$ cat config.mk
export PLATFORM = sky130hd
export DESIGN_NAME = parm_mac
export DESIGN_NICKNAME = d
export VERILOG_FILES = /design/src/rtl/core/parm_pkg.sv /design/src/rtl/core/parm_mac.sv
export SDC_FILE = /design/constraint.sdc
export NUM_CORES = 1
export LEC_CHECK = 0
export ABC_AREA = 1
export BUFFER_PORTS_ARGS = -buffer_cell sky130_fd_sc_hd__buf_2
export CAP_MARGIN = 20
export CELL_PAD_IN_SITES_DETAIL_PLACEMENT = 0
export CELL_PAD_IN_SITES_GLOBAL_PLACEMENT = 1
export CORE_MARGIN = 5
export CORE_UTILIZATION = 51
export DETAILED_ROUTE_END_ITERATION = 16
export HOLD_SLACK_MARGIN = 0.1
export PLACE_DENSITY_LB_ADDON = 0.3
export SYNTH_ARGS = -nofsm -noshare
export SYNTH_HDL_FRONTEND = slang
export SYNTH_SLANG_ARGS = --single-unit
$ cat constraint.sdc
create_clock -name clk -period 8.4 [get_ports clk]
set_input_delay 0.84 -clock clk [delete_from_list [all_inputs] [get_ports clk]]
set_output_delay 0.84 -clock clk [all_outputs]
set_load 0.005 [all_outputs]
$ cat src/rtl/core/parm_pkg.sv
// ----------------------------------------------------------------------------
// parm_pkg
// Shared widths, command and status codes, sequencer states and the
// cross-product step table of the polygon area relocation block.
// ----------------------------------------------------------------------------
`timescale 1ns / 1ps

package parm_pkg;

  // Default sizing of the ring and of the stored coordinates
  localparam int DEF_MAX_POINTS = 256;
  localparam int DEF_COORD_BITS = 16;

  // Fixed field widths of the request and result channels
  localparam int CMD_BITS         = 2;
  localparam int FIELD_COORD_BITS = 16;
  localparam int INDEX_BITS       = 8;
  localparam int AREA_BITS        = 41;
  localparam int COUNT_BITS       = 9;
  localparam int STATUS_BITS      = 2;

  // Request commands
  localparam logic [CMD_BITS-1:0] CMD_CLEAR  = 2'd0;
  localparam logic [CMD_BITS-1:0] CMD_APPEND = 2'd1;
  localparam logic [CMD_BITS-1:0] CMD_EVAL   = 2'd2;
  localparam logic [CMD_BITS-1:0] CMD_APPLY  = 2'd3;

  // Result status codes
  localparam logic [STATUS_BITS-1:0] STAT_OK    = 2'd0;
  localparam logic [STATUS_BITS-1:0] STAT_FULL  = 2'd1;
  localparam logic [STATUS_BITS-1:0] STAT_RANGE = 2'd2;

  // Point roles. An append reuses the first three: last point, new point
  // and first point.
  localparam int ROLE_BITS = 3;
  localparam logic [ROLE_BITS-1:0] ROLE_PREV   = 3'd0;
  localparam logic [ROLE_BITS-1:0] ROLE_FROM   = 3'd1;
  localparam logic [ROLE_BITS-1:0] ROLE_NEXT   = 3'd2;
  localparam logic [ROLE_BITS-1:0] ROLE_PRE_TO = 3'd3;
  localparam logic [ROLE_BITS-1:0] ROLE_TO     = 3'd4;

  localparam int STEP_BITS        = 4;
  localparam int MAC_STEPS_APPEND = 6;
  localparam int MAC_STEPS_EVAL   = 12;

  typedef enum logic [3:0] {
    ST_IDLE,
    ST_MAC,
    ST_FLUSH,
    ST_SETTLE,
    ST_AREA,
    ST_ENERGY,
    ST_SHIFT,
    ST_PLACE,
    ST_DONE
  } parm_state_t;

  // Control travelling with the operands into the accumulator
  typedef struct packed {
    logic clr;
    logic en;
    logic neg;
  } mac_ctl_t;

  // One product term: x of the point in role_x times y of the point in role_y
  typedef struct packed {
    logic [ROLE_BITS-1:0] role_x;
    logic [ROLE_BITS-1:0] role_y;
    logic                 neg;
  } mac_step_t;

  // Each cross(a, b) = ax*by - bx*ay expands into two terms.
  function automatic mac_step_t mac_step(input logic append, input logic [STEP_BITS-1:0] k);
    mac_step_t s;
    s = '{ROLE_PREV, ROLE_PREV, 1'b0};
    if (append) begin
      // + cross(last, new) + cross(new, first) - cross(last, first)
      case (k)
        4'd0:    s = '{ROLE_PREV, ROLE_FROM, 1'b0};
        4'd1:    s = '{ROLE_FROM, ROLE_PREV, 1'b1};
        4'd2:    s = '{ROLE_FROM, ROLE_NEXT, 1'b0};
        4'd3:    s = '{ROLE_NEXT, ROLE_FROM, 1'b1};
        4'd4:    s = '{ROLE_PREV, ROLE_NEXT, 1'b1};
        4'd5:    s = '{ROLE_NEXT, ROLE_PREV, 1'b0};
        default: s = '{ROLE_PREV, ROLE_PREV, 1'b0};
      endcase
    end else begin
      // + cross(p, nx) + cross(pt, f) + cross(f, t)
      // - cross(p, f) - cross(f, nx) - cross(pt, t)
      case (k)
        4'd0:    s = '{ROLE_PREV,   ROLE_NEXT,   1'b0};
        4'd1:    s = '{ROLE_NEXT,   ROLE_PREV,   1'b1};
        4'd2:    s = '{ROLE_PRE_TO, ROLE_FROM,   1'b0};
        4'd3:    s = '{ROLE_FROM,   ROLE_PRE_TO, 1'b1};
        4'd4:    s = '{ROLE_FROM,   ROLE_TO,     1'b0};
        4'd5:    s = '{ROLE_TO,     ROLE_FROM,   1'b1};
        4'd6:    s = '{ROLE_PREV,   ROLE_FROM,   1'b1};
        4'd7:    s = '{ROLE_FROM,   ROLE_PREV,   1'b0};
        4'd8:    s = '{ROLE_FROM,   ROLE_NEXT,   1'b1};
        4'd9:    s = '{ROLE_NEXT,   ROLE_FROM,   1'b0};
        4'd10:   s = '{ROLE_PRE_TO, ROLE_TO,     1'b1};
        4'd11:   s = '{ROLE_TO,     ROLE_PRE_TO, 1'b0};
        default: s = '{ROLE_PREV,   ROLE_PREV,   1'b0};
      endcase
    end
    return s;
  endfunction

endpackage

$ cat src/rtl/core/parm_mac.sv
// ----------------------------------------------------------------------------
// parm_mac
// Cross-product accumulator: one registered signed product per cycle, added
// to or subtracted from a doubled-area sum that wraps at the area width.
// ----------------------------------------------------------------------------
`timescale 1ns / 1ps

module parm_mac #(
  parameter int COORD_BITS = parm_pkg::DEF_COORD_BITS
) (
  input  logic                                  clk,
  input  logic                                  rst_n,
  input  parm_pkg::mac_ctl_t                    ctl,
  input  logic signed [COORD_BITS-1:0]          op_x,
  input  logic signed [COORD_BITS-1:0]          op_y,
  output logic signed [parm_pkg::AREA_BITS-1:0] acc
);

  localparam int PW = 2 * COORD_BITS;
  localparam int EW = (PW > parm_pkg::AREA_BITS) ? PW : parm_pkg::AREA_BITS;

  logic signed [PW-1:0]                  prod_r;
  logic                                  pv_r;
  logic                                  pneg_r;
  logic signed [EW-1:0]                  prod_e;
  logic signed [parm_pkg::AREA_BITS-1:0] term;
  logic signed [parm_pkg::AREA_BITS-1:0] acc_r;

  // widen or drop the top of the product, the sum wraps anyway
  assign prod_e = EW'(prod_r);
  assign term   = prod_e[parm_pkg::AREA_BITS-1:0];
  assign acc    = acc_r;

  always_ff @(posedge clk) begin
    if (!rst_n) begin
      pv_r <= 1'b0;
    end else begin
      pv_r <= ctl.en;
    end
  end

  always_ff @(posedge clk) begin
    prod_r <= PW'(op_x) * PW'(op_y);
    pneg_r <= ctl.neg;
    if (ctl.clr) begin
      acc_r <= '0;
    end else if (pv_r) begin
      acc_r <= pneg_r ? (acc_r - term) : (acc_r + term);
    end
  end

endmodule

== Word-level counts from Yosys, hierarchy flattened ==
Index checks and enable logic that the tools add are counted.

* Register bits: 75
* Latch bits: 0
* Bits in writable memories: 0
* Bits in read-only memories: 0
* Input port bits: 37
* Output and inout bits: 41
* Logic and storage cells: 8
* Memories: 0

* Add/sub/neg operators: 2
* Multipliers: 1
* Div/mod/pow operators: 0
* $lt $le $gt $ge: 0
* Equal/unequal tests: 0
* Shifts and indexed selects: 0
* Multiplexer cells: 1
* Bitwise gates (word level): 0
* Reductions and logical operators: 0

{| class="wikitable"
|+ Operators with widths
! operator !! number
|-
| $add 41x32->41 || 1
|-
| $mux 41 || 1
|-
| $sub 41x32->41 || 1
|-
| $mul 16x16->32 || 1
|}

== Logic depth before layout (Yosys ltp) ==
Gate-level depths: netlist of run 1.

* Word-level depth: 2
* Mapped depth: 26
* Mapped depth without buffers: 26

== Least setup slack after synthesis of run 1 ==
No wires, ideal clock.

* Kind: input-to-reg
* From: in op_y[3]
* To: reg prod_r[31]
* Library setup time: 0.125 ns
* Arrival: 5.867 ns
* Required time: 8.275 ns
* Slack: 2.408 ns
* Stages: 20
* Buffers on the path: 2
* Path through: clkbuf_1 > clkbuf_1 > nand2_1 > inv_1 > fa_1 > fa_1 > fa_1 > fa_1 > fa_1 > inv_1 > fa_1 > inv_1 > ha_1 > nand2_1 > nor2_1 > and3_1 > nand4_1 > nand3_1 > a31oi_1 > xor2_1

* Cells in the longest elaborated chain, start to end: 1

{| class="wikitable"
|+ Ends and longest elaborated chain
! element !! RTL line !! text
|-
| start, declared || parm_mac.sv:15 || <nowiki>input logic signed [COORD_BITS-1:0] op_y,</nowiki>
|-
| $mul 16x16->32 || parm_mac.sv:43 || <nowiki>prod_r <= PW'(op_x) * PW'(op_y);</nowiki>
|-
| end signal, assigned || parm_mac.sv:43 ||
|-
| end, declared || parm_mac.sv:22 || <nowiki>logic signed [PW-1:0] prod_r;</nowiki>
|}

No other way between the ends.
A chain may end at the register's enable or synchronous reset.

== Final worst setup path of run 1 ==
* From: in op_y[1]
* To: reg prod_r[29]

The elaborated chain is that of the path after synthesis.

==> metrics.cfg, run 1 <==
[run_status]
status = finished, final reports clean

[routing]
wl_met1_um = 18400
route.met2.wl_um = 21700
firstDrtPassIters = 5
vias = 13773
drc = 0
drtIter0Drc = 665
top_layer = met4
ant_nets = 0
wl_per_cell_um = 15.7
wl_um = 43200
via_per_inst = 5.00
dr_wl_met3_um = 1560

[setup_path]
path_class = in2reg
worstPathRequired_ns = 8.62
start_kind = input port
crit_fanout = 16
reg2reg_setup_slack_ns = 4.65
worst_setup_path_end_kind = flop
arrival_ns = 6.35

[clocking]
htreeDepth = 3
clk_pin_slew_ns = 0.06
clock_sinks = 75
cts-resized-gates = 0
hold_buffers = 0
clk_latency_ns = 0.35
root_buffer = clkbuf_16
cts_buffers = 9
cts_setup_buffers = 0
cts_tree = built
cts_buffer_depth = 2

[global_routing]
grt_max_degree = 66
grt_pass1_vias = 14596
groute.usage.overall_pct = 24.8
grt_pass1_wl_um = 72200
grt-ovfl-total = 0
antenna_found_initial = 0

[floorplanning]
coreArea_mm2 = 0.0317
ios = 78
die_w_um = 190
dieArea_mm2 = 0.0360
initial_utilization_pct = 52.0
rows = 65
die_h_um = 190

[final_layout]
insertedDiodeCount = 0
area_delta_synth_final_pct = 5.49
regArea_mm2 = 0.00150
fin_nets = 2771
utilization_pct = 54.8
multiInputGateArea_mm2 = 0.0124
drive_above_1_share_pct = 7.02
stdcell_area_mm2 = 0.0174
fill_cells = 3198

[timing]
finalCritPeriodShare_pct = 72.9
fin_skew_ns = 0.00620
finalSetupTns_ns = 0
drv_slew = 0
min_period_ns = 6.12
rsz0062_at_grt = false
setup_viol = 0
setup_ws_ns = 2.28
fmax_ghz = 0.163
hold_violations = 0
slew_headroom_pct = 47.2
tightest_slew_ns = 0.791

[logic_synthesis]
ys_types = 44
seq_area_frac_synth_pct = 9.11
synth.top_cell.area_share_pct = 31.9
synth_fp_nets = 2757
yosys.area.top_type = fa_1
synth_cells = 2334
synth_area_leaders = fa_1, inv_1, nand2_1
synth_warnings = 0
synth_area_mm2 = 0.0165
async_flop_share_pct = 0
synth_edf_count = 0
synth_top_flop_cell = dfxtp_1
ys_seq_elements = 75
synth.avg_cell_area_um2 = 7.06

[run]
maxCapViolations = 0

[place]
placed_area_mm2 = 0.0171
place_congestion = 0.954
hpwl_um = 37000
numPortBuffers = 77
place_ws_ns = 1.86

[worst_hold_path]
min_path_type = reg2reg

[stage by stage]
step                hold slack [ns]  std cells
CTS                           0.535       2753
global route                  0.601       2753
floorplan                     0.516       2334
finish                        0.531       2753
detailed placement            0.524       2739
global placement              0.517       2739
[placed cells by master, fill, tap and decap left out, types with 17 or more instances in the layout]
cell type	count
dfxtp_1	74
inv_1	593
o21ai_0	45
xnor2_1	17
nand3_1	50
ha_1	123
a21oi_1	70
buf_2	77
xor2_1	67
nand2_1	538
o21ai_1	33
fa_1	263
nand4_1	24
nor2_1	221
[cell families (layout without fill, tap and decap cells)]
family                     after synthesis  after routing  synth area share, %
DFF                                     75             75                 9.11
buffers and inverters                  688            705                 15.7
and+or+nand+nor                        895            895                 22.3
AOI/OAI and AO/OA                      206            206                 7.22
xor gates and xnor gates                84             84                 4.46
adders and majority gates              386            386                 41.3
[routing by layer]
metal  GRT usage, %  vias up
met5              0        -
met4           8.93        0
met3           2.42       87
met2           45.3      329
met1           30.5     6492
li1               -     6865
[worst max-delay path, stage by stage]
cell	delay [ns]
buf_2	0.34
nand2_1	0.17
inv_1	0.14
fa_1	0.54
fa_1	0.82
inv_1	0.16
fa_1	0.51
fa_1	0.48
fa_1	0.50
fa_1	0.54
inv_1	0.04
ha_1	0.36
a21oi_1	0.23
o21ai_0	0.19
a21oi_1	0.15
o211ai_1	0.16
xor2_1	0.17
[state kept, by name (all words and copies together), names as in the netlist]
signal and flops:
acc 41, prod_r 32, pneg_r 1, pv_r 1
[cell type report]
| class | instances | share of cell area, % |
|---|---|---|
| sequential | 75 | 8.64 |
| inverter | 613 | 13.2 |
| multi-input combinational | 1571 | 71.3 |
| timing repair buffer | 78 | 2.26 |
| tap | 402 | 2.89 |
| clock buffer | 10 | 1.37 |
| clock inverter | 4 | 0.302 |
[path summary, 6_finish.rpt]
| path | startpoint | to | cells past startpoint |
|---|---|---|---|
| worst min register to register | acc[40] | acc[40] | 4 |
| worst max register to register | pneg_r | acc[34] | 14 |
| worst min-delay path | acc[40] | acc[40] | 4 |
| worst max-delay path | op_y[1] | prod_r[29] | 17 |
[cell usage after synthesis, types with 33 or more instances]
library cell and count:
nand3_1 50, nor2_1 221, xor2_1 67, o21ai_1 33, o21ai_0 45, clkbuf_1 72
nand2_1 538, a21oi_1 70, fa_1 263, dfxtp_1 75, inv_1 593, ha_1 123
Power of run 1 is not shown: default switching activity piles up to over one toggle a cycle in this logic, so the estimate is an artifact.
==> run 2: changes to the inputs <==
--- a/config.mk
+++ b/config.mk
@@ -11,7 +11,7 @@
 export CELL_PAD_IN_SITES_DETAIL_PLACEMENT = 0
 export CELL_PAD_IN_SITES_GLOBAL_PLACEMENT = 1
 export CORE_MARGIN = 5
-export CORE_UTILIZATION = 51
+export CORE_UTILIZATION = 43
 export DETAILED_ROUTE_END_ITERATION = 16
 export HOLD_SLACK_MARGIN = 0.1
 export PLACE_DENSITY_LB_ADDON = 0.3
==> constraint.sdc (replaced) <==
create_clock -name clk -period 5.6 [get_ports clk]
set_input_delay 0.56 -clock clk [delete_from_list [all_inputs] [get_ports clk]]
set_output_delay 0.56 -clock clk [all_outputs]
set_load 0.005 [all_outputs]
==> metrics.cfg, run 2 (synthesis gave the netlist of run 1 again) <==
[clocking]
cts_buffers = 9  ; unchanged
clk_latency_ns = 0.36  ; about the same
clk_pin_slew_ns = 0.06  ; about the same
clock_sinks = 75  ; unchanged
htreeDepth = 3  ; unchanged
cts_setup_buffers = 0  ; unchanged
cts_buffer_depth = 2  ; unchanged
root_buffer = clkbuf_16
cts_tree = built

[worst_hold_path]
whs_endpoint = pneg_r
whs_path_depth = 1  ; -3
worstHoldStart = ctl[0]
min_path_type = in2reg

[timing]
min_period_ns = 5.34
finalSetupTns_ns = 0  ; unchanged
fmax_ghz = 0.187
setup_viol = 0  ; unchanged
slew_headroom_pct = 40.7  ; -6.6 points
fin_skew_ns = 0.0127  ; +0.00654 ns
drv_slew = 0  ; unchanged
hold_violations = 0  ; unchanged
rsz0062_at_grt = true
tightest_slew_ns = 0.889  ; +0.0982 ns
finalCritPeriodShare_pct = 95.4

[final_layout]
stdcell_area_mm2 = 0.0186  ; +7.1%
layout_common_cells = inv_1, nand2_1, fa_1
fin_nets = 2904  ; +4.8%
stdcell_count = 2997  ; +8.9%
area_delta_synth_final_pct = 13.0
final_common_cell = inv_1
insertedDiodeCount = 0  ; unchanged
drive_above_1_share_pct = 12.4  ; +5.4 points
largest_reg_flops = 41  ; unchanged

[routing]
ant_nets = 0  ; unchanged
top_layer = met4
wl_per_cell_um = 15.1  ; -3.4%
wl_um = 45400  ; +5.1%
firstDrtPassIters = 5  ; unchanged
route.met2.wl_um = 22500  ; +4.1%
drc = 0  ; unchanged
dr_wl_met3_um = 1620  ; +4.1%
vias = 14367  ; +4.3%
via_per_inst = 4.79  ; -4.2%
wl_met1_um = 19700  ; +7.1%
drtIter0Drc = 575  ; -14%

[run_status]
status = finished, final reports clean

[global_routing]
grt_pass1_wl_um = 76500  ; +6.0%
grt-ovfl-total = 0  ; unchanged
grt_pass1_vias = 15332  ; +5.0%
antenna_found_initial = 0  ; unchanged
grt_max_degree = 66  ; unchanged
groute.usage.overall_pct = 22.5  ; -2.3 points

[floorplanning]
coreArea_mm2 = 0.0378  ; +19%
ios = 78  ; unchanged
die_h_um = 206  ; +8.4%
initial_utilization_pct = 43.7  ; -8.3 points
die_w_um = 206  ; +8.4%
rows = 71  ; +9.2%
dieArea_mm2 = 0.0424  ; +18%

[setup_path]
r2r_start = pneg_r
start_kind = input port
reg2reg_setup_slack_ns = 1.67  ; -2.98 ns
crit_fanout = 6  ; -10
r2r_cells = 15  ; +1
worstPathRequired_ns = 5.84  ; -2.78 ns
arrival_ns = 5.58  ; -0.77 ns
path_class = in2reg
worst_setup_path_end_kind = flop
r2r_end = acc[35]

[place]
hpwl_um = 40500  ; +9.6%
placed_cells = 2981  ; +8.8%
numPortBuffers = 77  ; unchanged
place_congestion = 0.899  ; -5.8%
placed_area_mm2 = 0.0183  ; +6.9%

[run]
maxCapViolations = 0  ; unchanged

## run 2: cell type report
type | instances | area [um2]
Multi-Input combinational cell | 1571 | 12500
Fill cell | 3876 | 19100
Timing Repair Buffer | 211 | 1450
Tap cell | 511 | 639
Inverter | 613 | 2300
Sequential cell | 75 | 1500
Clock inverter | 4 | 51.3
Clock buffer | 12 | 236
## run 2: how the worst max path moves through the flow
| stage | start | to | slack (ns) | depth (start not counted) |
|---|---|---|---|---|
| after floorplan | op_x[13] | prod_r[20] | 0.007 | 24 |
| after global placement | op_y[2] | prod_r[29] | -0.13 | 18 |
| after detailed placement | op_y[2] | prod_r[31] | -0.20 | 19 |
| after CTS | op_y[2] | prod_r[31] | 0.17 | 19 |
| after global routing | op_y[1] | prod_r[25] | -0.006 | 22 |
| final | op_y[4] | prod_r[20] | 0.26 | 26 |
## run 2: metrics by stage
stage,setup WS [ns],hold slack (ns),utilization (%)
2_1_floorplan,0.00688,0.516,-
3_3_place_gp,-0.125,0.510,48.4
3_5_place_dp,-0.200,0.530,48.4
4_1_cts,0.173,0.306,49.2
5_1_grt,-0.00618,0.307,49.4
6_report,0.257,0.316,49.4
## run 2: timing repair
action                                 in CTS  in global routing
setup endpoints to repair                   0                  9
resized for setup                           0                 19
endpoints found under the hold margin       0                  0
hold buffers                                0                  0
## run 2: critical path: stages
cell,delay [ns]
buf_2,0.17
buf_4,0.17
nand2_1,0.06
inv_1,0.06
fa_1,0.54
inv_1,0.05
fa_1,0.45
fa_1,0.51
inv_1,0.05
fa_1,0.50
fa_1,0.50
inv_1,0.05
fa_1,0.48
inv_1,0.04
ha_2,0.36
nand2_1,0.10
nor2_2,0.17
nand2_1,0.06
nor2_1,0.13
nor2_2,0.06
o21ai_2,0.20
inv_2,0.05
nor2_2,0.10
nor2_1,0.05
nand2_1,0.05
nand2_1,0.04
## run 2: metal layers
metal	vias to the layer above	track usage, %
li1	7150	-
met1	6867	28.3
met2	269	40.6
met3	81	2.02
met4	0	7.22
met5	-	0
Power of run 2 is left out for the same reason.
==> run 3: changes to the inputs <==
--- a/config.mk
+++ b/config.mk
@@ -5,16 +5,16 @@
 export SDC_FILE = /design/constraint.sdc
 export NUM_CORES = 1
 export LEC_CHECK = 0
-export ABC_AREA = 1
 export BUFFER_PORTS_ARGS = -buffer_cell sky130_fd_sc_hd__buf_2
 export CAP_MARGIN = 20
 export CELL_PAD_IN_SITES_DETAIL_PLACEMENT = 0
 export CELL_PAD_IN_SITES_GLOBAL_PLACEMENT = 1
 export CORE_MARGIN = 5
-export CORE_UTILIZATION = 43
+export CORE_UTILIZATION = 45
+export CTS_CLUSTER_DIAMETER = 100
 export DETAILED_ROUTE_END_ITERATION = 16
 export HOLD_SLACK_MARGIN = 0.1
-export PLACE_DENSITY_LB_ADDON = 0.3
+export PLACE_DENSITY_LB_ADDON = 0.1
 export SYNTH_ARGS = -nofsm -noshare
 export SYNTH_HDL_FRONTEND = slang
 export SYNTH_SLANG_ARGS = --single-unit
==> metrics.cfg, run 3 <==
[place]
placed_area_mm2 = 0.0168  ; -8.2%
hpwl_um = 30400  ; -25%
placed_cells = 2291  ; -23%
place_congestion = 0.846  ; -5.9%
numPortBuffers = 77  ; unchanged

[final_layout]
insertedDiodeCount = 0  ; unchanged
utilization_pct = 54.3  ; +4.9 points
layout_common_cells = inv_1, fa_1, buf_4
stdcell_area_mm2 = 0.0176  ; -5.5%
final_common_cell = inv_1
stdcell_count = 2321  ; -23%
drive_above_1_share_pct = 19.3  ; +6.8 points
area_delta_synth_final_pct = 19.6
fin_nets = 2297  ; -21%
largest_reg_flops = 41  ; unchanged
fill_cells = 2994  ; -23%

[logic_synthesis]
ys_types = 72  ; +64%
synth_area_mm2 = 0.0147  ; -11%
synth_edf_count = 0  ; unchanged
synth.top_cell.area_share_pct = 35.7  ; +3.8 points
synth_warnings = 0  ; unchanged
ys_seq_elements = 75  ; unchanged
synth.avg_cell_area_um2 = 8.80  ; +25%
synth_common_cells = inv_1, fa_1, nand2_1, and2_1, ha_1
synth_cells = 1673  ; -28%
seq_area_frac_synth_pct = 10.2  ; +1.1 points
synth_area_leaders = fa_1, ha_1, dfxtp_1
synth_top_flop_cell = dfxtp_1
post-synth-top-count-cell = inv_1
yosys.area.top_type = fa_1
synth_fp_nets = 2096  ; -24%
async_flop_share_pct = 0  ; unchanged

[global_routing]
antenna_found_initial = 0  ; unchanged
groute.usage.overall_pct = 19.8  ; -2.7 points
grt_pass1_wl_um = 58900  ; -23%
grt_max_degree = 50  ; -24%
grt_pass1_vias = 11887  ; -22%
grt-ovfl-total = 0  ; unchanged

[setup_path]
path_class = in2reg
worstPathRequired_ns = 5.87  ; +0.03 ns
startpoint = op_x[3]
worst_setup_path_end_kind = flop
critPathMaxStageDelay_ns = 0.58  ; +0.04 ns
start_kind = input port
r2r_start = prod_r[6]
crit_fanout = 7  ; +1
crit_path_frequent_cell = fa_1
cp_cell_sequence = buf_4 -> buf_4 -> and2_4 -> fa_2 -> fa_1 -> fa_1 -> fa_2 -> fa_1 -> inv_1 -> fa_1 -> inv_1 -> ha_2 -> a21o_1 -> a21o_1 -> a21oi_2 -> o21bai_1 -> a21oi_2 -> o21a_1 -> nand2_2 -> a211o_1 -> a21oi_2 -> xnor2_1
critPathSlowestCell = fa_1
arrival_ns = 5.79  ; +0.21 ns

[floorplanning]
coreArea_mm2 = 0.0325  ; -14%
die_h_um = 191  ; -7.2%
die_w_um = 191  ; -7.2%
dieArea_mm2 = 0.0364  ; -14%
rows = 66  ; -7.0%
ios = 78  ; unchanged
initial_utilization_pct = 45.4  ; +1.7 points

[clocking]
clock_sinks = 75  ; unchanged
cts_buffers = 9  ; unchanged
htreeDepth = 3  ; unchanged
cts_buffer_depth = 2  ; unchanged
cts_tree = built
clk_pin_slew_ns = 0.05  ; about the same
root_buffer = clkbuf_16
clk_latency_ns = 0.34  ; -0.02 ns

[routing]
drc = 0  ; unchanged
wl_um = 35000  ; -23%
wl_per_cell_um = 15.1  ; -0.28%
firstDrtPassIters = 5  ; unchanged
ant_nets = 0  ; unchanged
via_per_inst = 4.91  ; +2.3%
drtIter0Drc = 461  ; -20%
vias = 11387  ; -21%

[run_status]
status = finished, final reports clean

[timing]
slew_headroom_pct = 57.3  ; +17 points
tightest_slew_ns = 0.639  ; -0.250 ns
fin_skew_ns = 0.00627  ; -0.00647 ns
hold_violations = 0  ; unchanged
drv_slew = 0  ; unchanged
setup_viol = 0  ; unchanged
fmax_ghz = 0.181  ; -3.3%
finalCritPeriodShare_pct = 98.7  ; +3.3 points
min_period_ns = 5.53  ; +0.182 ns
finalSetupTns_ns = 0  ; unchanged
rsz0062_at_grt = true

[run]
maxCapViolations = 0  ; unchanged

[worst_hold_path]
min_path_type = in2reg
worstHoldStart = ctl[0]

run 3: changes by cell type in the layout (fill, tap and decap cells not counted), moves of 21 or more:
cell     delta
buf_4      +31
and2_1    +115
nand2_1   -379
nor2_1    -134
mux2i_1    +23
o21ai_0    -21
xor2_1     -54
inv_1     -288
xnor2_1    +60
o21ai_1    -27
nand3_1    -27
run 3: layer usage:
metal,wire length [um],up-vias,track usage (%)
met5,0,-,0
met4,467,0,3.95
met3,873,30,1.37
met2,16000,152,32.1
met1,17700,5533,29.4
li1,-,5672,-
run 3: worst paths after layout:
path,depth (start not counted),to,slack (ns)
setup / recovery,22,prod_r[31],0.07
hold / removal,1,pneg_r,0.32
setup reg to reg,21,acc[36],0.82
hold reg to reg,2,acc[3],0.48
run 3: repair_timing:
| action | CTS | global route |
|---|---|---|
| pin swaps | 44 | 58 |
| cloned | 0 | 2 |
| gates resized for setup | 62 | 61 |
| hold buffers | 0 | 0 |
| buffers inserted | 5 | 8 |
| endpoints found under the setup margin | 7 | 13 |
run 3: cells by family (layout without fill, tap and decap cells):
group	after synthesis	after routing	synth area share, %
XOR/XNOR	90	90	5.35
AND/OR/NAND/NOR	494	494	16.8
buffers and inverters	371	577	9.50
multiplexers	23	23	1.56
AO/OA/AOI/OAI	234	234	10.4
flip-flops	75	75	10.2
adder cells (fa/ha/maj)	386	386	46.2
run 3: worst max-delay path, delay by kind of cell:
kind,cells,cell delay [ns]
buf+inv,4,0.39
fa+ha+maj,7,3.16
simple gates,2,0.26
compound gates,8,1.33
xor+xnor,1,0.12
run 3: cell type report:
type	count	area, um2	share of cell area [%]
tap	442	553	3.14
clock inverter	5	52.6	0.298
multi-input combinational	1227	12200	69.0
sequential	75	1500	8.53
clock buffer	11	243	1.38
inverter	317	1190	6.78
timing repair buffer	244	1920	10.9
run 3: stage by stage:
stage	hold WS, ns	setup slack [ns]
5_1_grt	0.317	-0.155
3_3_place_gp	0.468	-0.447
4_1_cts	0.307	-0.0355
2_1_floorplan	0.474	-0.0380
3_5_place_dp	0.480	-0.554
6_report	0.321	0.0745
Power of run 3 is left out for the same reason.
